<file path="src/hdl/lkvc_pkg.sv">
// ---------------------------------------------------------------------------
// lkvc_pkg
// Shared types and constants for the lru key-value cache.
// ---------------------------------------------------------------------------
`default_nettype none

package lkvc_pkg;

  localparam int KEY_W = 32;
  localparam int VAL_W = 32;
  localparam int CAP_W = 5;

  localparam logic [CAP_W-1:0] CAP_RESET = 5'd16;

  localparam logic OP_GET = 1'b0;
  localparam logic OP_PUT = 1'b1;

  localparam logic [VAL_W-1:0] MISS_VALUE = '1;

  // controller to datapath
  typedef struct packed {
    logic load;      // latch the incoming word, clear scan trackers
    logic scan_rd;   // read key, value and rank at the sweep address
    logic respond;   // commit the result and the key/value write
    logic upd_rd;    // read rank at the sweep address for the rank pass
  } cmd_t;

  // datapath to controller
  typedef struct packed {
    logic need_update;  // ranks must be reworked after this word
  } sts_t;

endpackage

`default_nettype wire

</file>
<file path="src/hdl/lkvc_ctrl.sv">
// ---------------------------------------------------------------------------
// lkvc_ctrl
// Sequencer: tag sweep, response, then on a hit or insert a rank rework pass over all entries.
// ---------------------------------------------------------------------------
`default_nettype none

module lkvc_ctrl import lkvc_pkg::*; #(
  parameter int ENTRIES = 16,
  localparam int AW = (ENTRIES > 1) ? $clog2(ENTRIES) : 1
) (
  input  wire logic          clk,
  input  wire logic          rst,
  input  wire logic          start,
  output      logic          busy,
  input  wire sts_t          sts,
  output      cmd_t          cmd,
  output      logic [AW-1:0] addr
);

  localparam logic [2:0] S_IDLE = 3'd0;
  localparam logic [2:0] S_SCAN = 3'd1;
  localparam logic [2:0] S_SFIN = 3'd2;
  localparam logic [2:0] S_RESP = 3'd3;
  localparam logic [2:0] S_UPD  = 3'd4;
  localparam logic [2:0] S_UFIN = 3'd5;

  localparam logic [AW-1:0] LAST = AW'(ENTRIES - 1);

  logic [2:0]    state;
  logic [2:0]    state_next;
  logic [AW-1:0] cnt;
  logic [AW-1:0] cnt_next;

  always_comb begin
    state_next = state;
    cnt_next   = cnt;
    cmd        = '0;
    case (state)
      S_IDLE: begin
        if (start) begin
          cmd.load   = 1'b1;
          cnt_next   = '0;
          state_next = S_SCAN;
        end
      end
      S_SCAN: begin
        cmd.scan_rd = 1'b1;
        if (cnt == LAST) begin
          cnt_next   = '0;
          state_next = S_SFIN;
        end else begin
          cnt_next = cnt + AW'(1);
        end
      end
      // last read data is evaluated here
      S_SFIN: state_next = S_RESP;
      S_RESP: begin
        cmd.respond = 1'b1;
        state_next  = sts.need_update ? S_UPD : S_IDLE;
      end
      S_UPD: begin
        cmd.upd_rd = 1'b1;
        if (cnt == LAST) begin
          cnt_next   = '0;
          state_next = S_UFIN;
        end else begin
          cnt_next = cnt + AW'(1);
        end
      end
      // last rank write lands here
      S_UFIN: state_next = S_IDLE;
      default: state_next = S_IDLE;
    endcase
  end

  always_ff @(posedge clk) begin
    if (rst) begin
      state <= S_IDLE;
      cnt   <= '0;
    end else begin
      state <= state_next;
      cnt   <= cnt_next;
    end
  end

  assign busy = (state != S_IDLE);
  assign addr = cnt;

endmodule

`default_nettype wire

</file>
<file path="src/hdl/lkvc_dp.sv">
// ---------------------------------------------------------------------------
// lkvc_dp
// Entry storage, valid bits, occupancy, sweep trackers and result register.
// ---------------------------------------------------------------------------
`default_nettype none

module lkvc_dp import lkvc_pkg::*; #(
  parameter int ENTRIES = 16,
  localparam int AW = (ENTRIES > 1) ? $clog2(ENTRIES) : 1,
  localparam int OW = $clog2(ENTRIES + 1)
) (
  input  wire logic             clk,
  input  wire logic             rst,
  input  wire cmd_t             cmd,
  input  wire logic [AW-1:0]    addr,
  output      sts_t             sts,
  input  wire logic             operation,
  input  wire logic [KEY_W-1:0] key,
  input  wire logic [VAL_W-1:0] value,
  input  wire logic             write_enable,
  input  wire logic [CAP_W-1:0] write_data,
  output      logic             done,
  output      logic             found,
  output      logic [VAL_W-1:0] read_value,
  output      logic             evicted,
  output      logic [KEY_W-1:0] evicted_key
);

  // memories
  logic [KEY_W-1:0] key_mem  [ENTRIES];
  logic [VAL_W-1:0] val_mem  [ENTRIES];
  logic [AW-1:0]    rank_mem [ENTRIES];
  logic [KEY_W-1:0] key_rd;
  logic [VAL_W-1:0] val_rd;
  logic [AW-1:0]    rank_rd;

  logic [ENTRIES-1:0] valid;
  logic [OW-1:0]      occ;
  logic [CAP_W-1:0]   capacity;

  logic             op_q;
  logic [KEY_W-1:0] key_q;
  logic [VAL_W-1:0] value_q;

  logic          scan_q;
  logic          upd_q;
  logic [AW-1:0] addr_q;

  // sweep trackers
  logic             hit_q;
  logic [AW-1:0]    hit_addr;
  logic [AW-1:0]    hit_rank;
  logic [VAL_W-1:0] hit_val;
  logic             lru_any;
  logic [AW-1:0]    lru_addr;
  logic [AW-1:0]    lru_rank;
  logic [KEY_W-1:0] lru_key;
  logic             free_any;
  logic [AW-1:0]    free_addr;

  // rank pass context
  logic [AW-1:0] slot_q;
  logic [AW-1:0] old_rank_q;
  logic          ins_q;

  logic             cur_valid;
  logic [CAP_W-1:0] cap_eff;
  logic             full;
  logic             do_evict;
  logic             do_insert;
  logic [AW-1:0]    slot_sel;
  logic             rank_we;
  logic [AW-1:0]    rank_wd;

  assign cur_valid = valid[addr_q];

  assign cap_eff   = (capacity == '0) ? CAP_W'(1) : capacity;
  assign full      = (32'(occ) >= 32'(ENTRIES)) || (32'(occ) >= 32'(cap_eff));
  assign do_evict  = !hit_q && (op_q == OP_PUT) && full && lru_any;
  assign do_insert = !hit_q && (op_q == OP_PUT) && (do_evict || free_any);
  assign slot_sel  = hit_q ? hit_addr : (do_evict ? lru_addr : free_addr);

  assign sts.need_update = hit_q || do_insert;

  // memory reads share the sweep address
  always_ff @(posedge clk) begin
    if (cmd.scan_rd) begin
      key_rd <= key_mem[addr];
      val_rd <= val_mem[addr];
    end
    if (cmd.scan_rd || cmd.upd_rd) begin
      rank_rd <= rank_mem[addr];
    end
  end

  always_ff @(posedge clk) begin
    if (cmd.respond && do_insert) begin
      key_mem[slot_sel] <= key_q;
    end
  end

  always_ff @(posedge clk) begin
    if (cmd.respond && (do_insert || (hit_q && op_q == OP_PUT))) begin
      val_mem[slot_sel] <= value_q;
    end
  end

  // the promoted or inserted slot goes to rank zero; on a hit the newer ones age by one, on an insert all others do
  always_comb begin
    rank_we = 1'b0;
    rank_wd = '0;
    if (upd_q) begin
      if (addr_q == slot_q) begin
        rank_we = 1'b1;
      end else if (cur_valid && (ins_q || rank_rd < old_rank_q)) begin
        rank_we = 1'b1;
        rank_wd = rank_rd + AW'(1);
      end
    end
  end

  always_ff @(posedge clk) begin
    if (rank_we) begin
      rank_mem[addr_q] <= rank_wd;
    end
  end

  always_ff @(posedge clk) begin
    if (rst) begin
      scan_q <= 1'b0;
      upd_q  <= 1'b0;
    end else begin
      scan_q <= cmd.scan_rd;
      upd_q  <= cmd.upd_rd;
    end
    addr_q <= addr;
  end

  always_ff @(posedge clk) begin
    if (cmd.load) begin
      op_q     <= operation;
      key_q    <= key;
      value_q  <= value;
      hit_q    <= 1'b0;
      lru_any  <= 1'b0;
      free_any <= 1'b0;
    end else if (scan_q) begin
      if (cur_valid && !hit_q && key_rd == key_q) begin
        hit_q    <= 1'b1;
        hit_addr <= addr_q;
        hit_rank <= rank_rd;
        hit_val  <= val_rd;
      end
      if (cur_valid && (!lru_any || rank_rd > lru_rank)) begin
        lru_any  <= 1'b1;
        lru_addr <= addr_q;
        lru_rank <= rank_rd;
        lru_key  <= key_rd;
      end
      if (!cur_valid && !free_any) begin
        free_any  <= 1'b1;
        free_addr <= addr_q;
      end
    end
  end

  always_ff @(posedge clk) begin
    if (rst) begin
      valid    <= '0;
      occ      <= '0;
      capacity <= CAP_RESET;
    end else if (write_enable) begin
      valid    <= '0;
      occ      <= '0;
      capacity <= write_data;
    end else if (cmd.respond && do_insert) begin
      valid[slot_sel] <= 1'b1;
      if (!do_evict) begin
        occ <= occ + OW'(1);
      end
    end
  end

  always_ff @(posedge clk) begin
    if (rst) begin
      done <= 1'b0;
    end else begin
      done <= cmd.respond;
    end
    if (cmd.respond) begin
      found       <= hit_q;
      evicted     <= do_evict;
      evicted_key <= do_evict ? lru_key : '0;
      if (op_q == OP_PUT) begin
        read_value <= '0;
      end else begin
        read_value <= hit_q ? hit_val : MISS_VALUE;
      end
      slot_q     <= slot_sel;
      old_rank_q <= hit_rank;
      ins_q      <= !hit_q;
    end
  end

endmodule

`default_nettype wire

</file>
<file path="src/hdl/lru_key_value_cache_top.sv">
// ---------------------------------------------------------------------------
// lru_key_value_cache_top
// Fully associative key-value cache with least-recently-used replacement.
// ---------------------------------------------------------------------------
// A word (operation, key, value) is taken when start is high and busy is low.
// operation selects get or put. The result (found, read_value, evicted,
// evicted_key) appears for one cycle with done high; the receiver cannot
// stall, so it must take the word in that cycle.
// Each word first sweeps all ENTRIES slots through one read port of the
// key, value and rank memories, one slot a cycle; done rises after that
// sweep. A hit or an insert then runs a second sweep that rewrites the
// recency ranks, one slot a cycle, and busy stays high until it ends; a
// get miss runs no second sweep. The next word can be accepted as soon as
// busy is low. capacity is written through write_enable / write_data; the
// user must do so only while busy is low, which the block does not enforce.
// Each write empties the cache. Reset empties the cache and sets capacity
// to 16. No clearing pass is needed: valid bits are flip-flops.
// ---------------------------------------------------------------------------
`default_nettype none

module lru_key_value_cache_top import lkvc_pkg::*; #(
  parameter int ENTRIES = 16
) (
  input  wire logic             clk,
  input  wire logic             rst,
  input  wire logic             start,
  output      logic             busy,
  input  wire logic             operation,
  input  wire logic [KEY_W-1:0] key,
  input  wire logic [VAL_W-1:0] value,
  input  wire logic             write_enable,
  input  wire logic [CAP_W-1:0] write_data,
  output      logic             done,
  output      logic             found,
  output      logic [VAL_W-1:0] read_value,
  output      logic             evicted,
  output      logic [KEY_W-1:0] evicted_key
);

  localparam int AW = (ENTRIES > 1) ? $clog2(ENTRIES) : 1;

  cmd_t          cmd;
  sts_t          sts;
  logic [AW-1:0] addr;

  lkvc_ctrl #(
    .ENTRIES (ENTRIES)
  ) u_ctrl (
    .clk   (clk),
    .rst   (rst),
    .start (start),
    .busy  (busy),
    .sts   (sts),
    .cmd   (cmd),
    .addr  (addr)
  );

  lkvc_dp #(
    .ENTRIES (ENTRIES)
  ) u_dp (
    .clk          (clk),
    .rst          (rst),
    .cmd          (cmd),
    .addr         (addr),
    .sts          (sts),
    .operation    (operation),
    .key          (key),
    .value        (value),
    .write_enable (write_enable),
    .write_data   (write_data),
    .done         (done),
    .found        (found),
    .read_value   (read_value),
    .evicted      (evicted),
    .evicted_key  (evicted_key)
  );

endmodule

`default_nettype wire

</file>
<file path="config.mk">
export PLATFORM = sky130hd
export DESIGN_NAME = lru_key_value_cache_top
export DESIGN_NICKNAME = d
export VERILOG_FILES = /design/src/hdl/lkvc_pkg.sv /design/src/hdl/lkvc_ctrl.sv /design/src/hdl/lkvc_dp.sv /design/src/hdl/lru_key_value_cache_top.sv
export SDC_FILE = /design/constraint.sdc
export NUM_CORES = 1
export LEC_CHECK = 0
export BUFFER_PORTS_ARGS = -buffer_cell sky130_fd_sc_hd__buf_2
export CORE_ASPECT_RATIO = 0.8
export CORE_MARGIN = 4
export CORE_UTILIZATION = 56
export DETAILED_ROUTE_END_ITERATION = 10
export MAX_ROUTING_LAYER = met4
export PLACE_DENSITY = 0.8
export RECOVER_POWER = 25
export SLEW_MARGIN = 20
export SYNTH_ARGS = -nofsm -noshare
export SYNTH_HDL_FRONTEND = slang
export SYNTH_SLANG_ARGS = --single-unit
</file>
<file path="constraint.sdc">
create_clock -name clk -period 5.8 [get_ports clk]
set_input_delay 1.16 -clock clk [delete_from_list [all_inputs] [get_ports clk]]
set_output_delay 1.16 -clock clk [all_outputs]
set_load 0.005 [all_outputs]
</file>
==> results of run 1 <==
[power breakdown]
| group | leakage, uW | switching, uW | internal [uW] | total [uW] |
|---|---|---|---|---|
| combinational | 0.00385 | 524 | 405 | 928 |
| clock | 0.00216 | 4040 | 5090 | 9120 |
| sequential | 0.0127 | 279 | 11500 | 11800 |
[cells in the mapped netlist, types with 14 or more instances]
cell type  count
a21oi_1       41
and2_1        34
buf_4         22
clkbuf_1      56
dfxtp_1       43
edfxtp_1    1380
ha_1          16
inv_1         55
mux4_2       344
nand2_1       28
nor2_1        71
o21ai_0       14
xnor2_1       21
xor2_1        21
[worst reg2reg max path, cell delays in order, from the launching register on]
cell      delay, ns
dfxtp_2        1.11
inv_1          0.45
o21ai_0        0.51
a211oi_4       0.17
nand3b_1       0.58
nor2_4         0.99
buf_4          0.38
[layout by cell type (no fill, tap or decap), types with 33 or more instances in the layout]
cell type	synthesis	final
and2_1	34	34
mux4_2	344	344
buf_2	11	122
dfxtp_1	43	39
clkbuf_1	56	53
clkbuf_16	0	139
nor2_1	71	35
nor2_4	0	33
edfxtp_1	1380	1380
a21oi_1	41	41
inv_1	55	53
[kinds of logic after synthesis]
group           Yosys count  share of synthesized area
simple gates            211                    0.02129
buf+inv                 162                    0.01452
flops                  1423                     0.7944
compound gates           92                    0.01142
mux                     354                     0.1477
fa+ha+maj                16                   0.003760
xor+xnor                 42                   0.006909
[registers in the layout, indices dropped and copies added, names as in the netlist, 5 cells and up]
signal / cells
u_dp.capacity: 5
u_dp.val_rd: 32
u_dp.hit_val: 32
u_dp.lru_key: 32
u_dp.val_mem: 512
u_dp.key_rd: 32
u_dp.occ: 5
u_dp.value_q: 32
u_dp.rank_mem: 64
u_dp.key_q: 32
u_dp.evicted_key: 32
u_dp.read_value: 32
u_dp.valid: 16
u_dp.key_mem: 512
[per-layer routing]
| metal | vias to the layer above | track usage | wire length, um |
|---|---|---|---|
| met5 | - | - | 0 |
| met4 | 0 | 0.08043 | 5322 |
| met3 | 411 | 0.05488 | 16290 |
| met2 | 2597 | 0.4191 | 68320 |
| met1 | 13746 | 0.3720 | 49020 |
| li1 | 10043 | - | - |
[how the worst max path moves through the flow]
stage / slack [ns] / end / cells past startpoint / startpoint
3_5_place_dp: 1.61 / u_dp.key_mem[4][22] / 6 / u_dp.hit_q
4_1_cts: 1.42 / u_dp.key_mem[4][24] / 6 / u_dp.hit_q
2_1_floorplan: 0.94 / u_dp.lru_addr[0] / 3 / start
5_1_grt: 1.16 / u_dp.key_mem[4][21] / 6 / u_dp.hit_q
6_report: 1.31 / u_dp.key_mem[4][22] / 6 / u_dp.hit_q
3_3_place_gp: 1.92 / u_dp.key_mem[4][24] / 7 / u_dp.hit_q
[through the flow]
stage,util,worst slack (ns),instance area [um^2],hold slack [ns],std cells
after floorplan,-,0.9401,53250,0.3290,2300
after global placement,0.5926,1.923,55530,0.4044,3595
after detailed placement,0.5946,1.606,55720,0.4045,3603
after CTS,0.6423,1.421,60190,0.4195,3846
after global routing,0.6472,1.159,60650,0.4244,3869
final,0.6472,1.308,60650,0.4166,3869
[cell type report]
type	count	area, um^2
Tap cell	1224	1531
Antenna cell	3	7.507
Fill cell	5508	33070
Multi-Input combinational cell	715	10460
Clock inverter	77	877.1
Inverter	58	224.0
Clock buffer	166	3590
Sequential cell	1423	42310
Timing Repair Buffer	203	1645
==> out/metrics.csv, run 1 <==
stage;metric;value;unit
power;power;21840;uW
sta;finClkSkew;0.04014;ns
min_path;min-delay-start;u_dp.val_rd[26];
setup_path;cp-end-kind;register;
setup_path;reg2reg_depth;6;
drt;routed_wl;139000;um
setup_path;cp.arrival;4.92;ns
floorplanning;fp-row-count;100;
floorplanning;core-area;93710;um^2
clocking;cts_tree;done;
clocking;cts_resized;0;
setup_path;max_stage_delay;1.11;ns
min_path;hp-class;register to register;
finish;finalNetCount;2626;
floorplanning;start_util;0.5682;
sta;hold_viol;0;
min_path;min_to;u_dp.hit_val[26];
setup_path;cp_slowest_cell;dfxtp_2;
clocking;htree_levels;4;
synth;yosys.cell_types.count;64;
floorplanning;io_pins;142;
setup_path;worstReg2RegStart;u_dp.hit_q;
drt;drtPass1Iterations;5;
min_path;whs_path_depth;0;
sta;tightest_slew;2.310;ns
power;p_leak;0.01871;uW
setup_path;required;6.22;ns
finish;syn2layout_area_growth;13.90;%
drt;ant_nets;0;
sta;drv_slew;37;
clocking;postCtsSetupRepairBufs;0;
clocking;holdBufCountCts;0;
synth;synth-edff-count;1380;
flow_run;cap_violations;1;
floorplanning;fp.dieW;352.8;um
synth;synthFlopType;edfxtp_1;
placement;gp_congestion;0.8419;
synth;synth_top_area_share;0.7783;
clocking;clk_latency;0.75;ns
finish;layout-drive-gt1-share;0.2952;
clocking;numCtsBuffers;135;
sta;fmax;222.6;MHz
synth;syn-cell-area;53250;um^2
power;vdd_ir_drop_max;0.3291;mV
synth;yosysWarnings;0;
sta;slew_headroom;-0.5424;
drt;vias;26797;
clocking;root_buffer;clkbuf_16;
sta;min_period;4.492;ns
drt;via_per_inst;6.926;
setup_path;worst_path_dominant_cell_family;simple AND/OR/NAND/NOR gates;
sta;period_share;0.7745;
grt;grt_pass1_vias;26040;
sta;setup_tns;0;ns
setup_path;rr_endpoint;u_dp.key_mem[4][22];
grt;antenna_found_initial;4;
drt;drc_errors;0;
placement;io_buffer_count;141;
drt;drt-initial-drc-count;5219;
grt;grt_max_degree;159;
grt;grt_pass1_wl;190500;um
synth;async_reset_ff_frac;0;
grt;grt.overflow.total;0;
power;power.density;360.1;nW/um^2
setup_path;cp_cell_sequence;inv_1 > o21ai_0 > a211oi_4 > nand3b_1 > nor2_4 > buf_4;
synth;ys_ff_latch;1423;
setup_path;crit_buf_inv;2;
floorplanning;die_height;283.8;um
clocking;clk_pin_slew;0.06;ns
drt;wl_per_cell;35.91;um
clocking;cts_sinks;1423;
sta;rsz0062_at_grt;no;
synth;netlist_instances;2300;
setup_path;reg2reg_slack;1.31;ns
setup_path;critPathMaxFanout;42;
setup_path;cp-start-kind;register;
sta;setup_violations;0;
synth;synth_seq_area_share;0.7944;
synth;synth_nets;2390;
setup_path;crit_type;register to register;
status;violations;max-capacitance violations, max-slew violations;
synth;synth_top_area_cell;edfxtp_1;
placement;dp_hpwl;67970;um
clocking;clock_path_buffers;3;
synth;synth.area.top_cells;edfxtp_1 78%, mux4_2 15%, dfxtp_1 1.6%, nor2_1 0.50%, and2_1 0.40%;
floorplanning;die_area;100100;um^2
synth;syn_area_per_cell;23.15;um^2
grt;grt_use_total;0.2705;
status;outcome;finished, violations left;
Power figures use the tool's default switching activity.
==> run 2, diff against run 1 <==
clock period = 3.9 ns   (was 5.8 ns; I/O delays follow)
==> out/metrics.csv, run 2 (synthesis results as in run 1) <==
stage;metric;value;unit;change
clocking;cts_resized;0;;unchanged
drt;ant_nets;0;;unchanged
setup_path;cp-end-kind;register;;unchanged
drt;routed_wl;117900;um;was 139000 um
drt;drtPass1Iterations;6;;was 5
sta;setup_violations;0;;unchanged
drt;via_per_inst;6.369;;was 6.926
grt;grt_use_total;0.2452;;was 0.2705
sta;slew_headroom;0.3507;;was -0.5424
sta;drv_slew;0;;was 37
drt;drc_errors;0;;unchanged
flow_run;cap_violations;0;;was 1
sta;min_period;3.538;ns;was 4.492 ns
sta;whs;0.2158;ns;was 0.4166 ns
sta;hold_viol;0;;unchanged
floorplanning;fp.dieW;352.8;um;unchanged
drt;wl_per_cell;30.36;um;was 35.91 um
drt;drt-initial-drc-count;3525;;was 5219
floorplanning;die_height;283.8;um;unchanged
floorplanning;core-area;93710;um^2;unchanged
finish;mostFrequentLayoutCell;edfxtp_1;;unchanged
clocking;clk_pin_slew;0.06;ns;about the same
clocking;clock_path_buffers;3;;unchanged
setup_path;cp_slowest_cell;nor2_4;;was dfxtp_2
clocking;numCtsBuffers;135;;unchanged
clocking;holdBufCountCts;0;;unchanged
sta;fmax;282.6;MHz;was 222.6 MHz
sta;tightest_slew;0.9604;ns;was 2.310 ns
sta;rsz0062_at_grt;no;;unchanged
clocking;clk_latency;0.74;ns;was 0.75 ns
setup_path;required;4.32;ns;was 6.22 ns
finish;finalNetCount;2647;;was 2626
placement;placed_cells;3644;;was 3603
placement;dp_hpwl;66630;um;was 67970 um
drt;vias;24744;;was 26797
power;power.density;518.0;nW/um^2;was 360.1 nW/um^2
grt;grt_max_degree;80;;was 159
floorplanning;fp-row-count;100;;unchanged
floorplanning;start_util;0.5682;;unchanged
setup_path;critPathMaxFanout;17;;was 42
setup_path;max_stage_delay;0.69;ns;was 1.11 ns
finish;utilization;0.6445;;was 0.6472
placement;io_buffer_count;141;;unchanged
placement;pre_cts_ws;0.5044;ns;was 1.606 ns
sta;period_share;0.9073;;was 0.7745
setup_path;cp-start-kind;register;;unchanged
finish;syn2layout_area_growth;13.44;%;was 13.90%
clocking;root_buffer;clkbuf_16;;unchanged
floorplanning;die_area;100100;um^2;unchanged
grt;grt_pass1_vias;25430;;was 26040
clocking;cts_tree;done;;unchanged
finish;layout-drive-gt1-share;0.2971;;was 0.2952
power;p_leak;0.01863;uW;was 0.01871 uW
floorplanning;io_pins;142;;unchanged
status;outcome;completed;;was finished, violations left
sta;finClkSkew;0.02401;ns;was 0.04014 ns
sta;layout_setup_ws;0.3616;ns;was 1.308 ns
min_path;hp-class;primary input to register;;was register to register
clocking;cts_sinks;1423;;unchanged
finish;final_cells;3885;;was 3869
grt;grt_pass1_wl;174700;um;was 190500 um
power;vdd_ir_drop_max;0.4229;mV;was 0.3291 mV
clocking;postCtsSetupRepairBufs;0;;unchanged
setup_path;cp.arrival;3.96;ns;was 4.92 ns
grt;grt.overflow.total;0;;unchanged
finish;top_regs;u_dp.key_mem: 512 flops, u_dp.val_mem: 512 flops, u_dp.rank_mem: 64 flops;;unchanged
grt;antenna_found_initial;5;;was 4
clocking;htree_levels;4;;unchanged
setup_path;cp_cell_sequence;inv_1 > a41o_1 > ha_1 > nor2b_1 > o21ai_0 > a21oi_4 > o221a_4 > or2_1 > nor2_4 > buf_12;;was inv_1 > o21ai_0 > a211oi_4 > nand3b_1 > nor2_4 > buf_4
placement;gp_congestion;0.8398;;was 0.8419
setup_path;crit_type;register to register;;unchanged
finish;mostFrequentLayoutCells;1380 x edfxtp_1, 344 x mux4_2, 137 x clkbuf_16, 127 x buf_2, 57 x clkbuf_1;;was 1380 x edfxtp_1, 344 x mux4_2, 139 x clkbuf_16, 122 x buf_2
[run 2: cell count changes in the layout (fill, tap and decap cells not counted), sizes merged]
cell | before | now
bufinv | 14 | 6
diode | 3 | 5
clkinv | 52 | 46
clkbuf | 193 | 195
inv | 64 | 63
buf | 176 | 203
[run 2: area by class of cell]
cell class              instances  area [um^2]
clock buffers                 174         3577
well taps                    1224         1531
flip-flops and latches       1423        42320
inverters                      58        225.2
diodes                          5        12.51
fillers                      5727        33310
clock inverters                62        590.6
repair buffers                224         1702
multi-input cells             715        10450
[run 2: per-stage QoR]
| stage | setup TNS (ns) | total power (uW) | area (um^2) |
|---|---|---|---|
| global placement | 0 | 19070 | 56260 |
| floorplan | -83.23 | 18590 | 53270 |
| finish | 0 | 31290 | 60400 |
| CTS | 0 | 31500 | 60430 |
| global route | 0 | 32290 | 60400 |
| detailed placement | 0 | 19150 | 56260 |
[run 2: report_power, final]
group	internal, uW	switching [uW]
Combinational	617	697
Sequential	17100	404
Clock	6940	5520
[run 2: per-layer routing]
metal  track usage  share of wire
met1        0.3428           0.39
met2        0.3815           0.49
met3       0.04479          0.094
met4       0.06496          0.022
met5             -              0
[run 2: path summary, 6_finish.rpt]
kind	from	to	slack, ns	cells past startpoint
worst min register to register	u_dp.val_rd[12]	u_dp.hit_val[12]	0.42	0
worst max-delay path	u_dp.capacity[3]	u_dp.key_mem[1][30]	0.36	10
worst max register to register	u_dp.capacity[3]	u_dp.key_mem[1][30]	0.36	10
worst min-delay path	key[10]	u_dp.key_q[10]	0.22	1
[run 2: worst max-delay path, delay by kind of cell, from the launching register on]
family / cells / cell delay, ns
fa+ha+maj: 1 / 0.28
flops: 1 / 0.33
simple gates: 3 / 1.12
buf+inv: 2 / 0.33
compound gates: 4 / 1.14
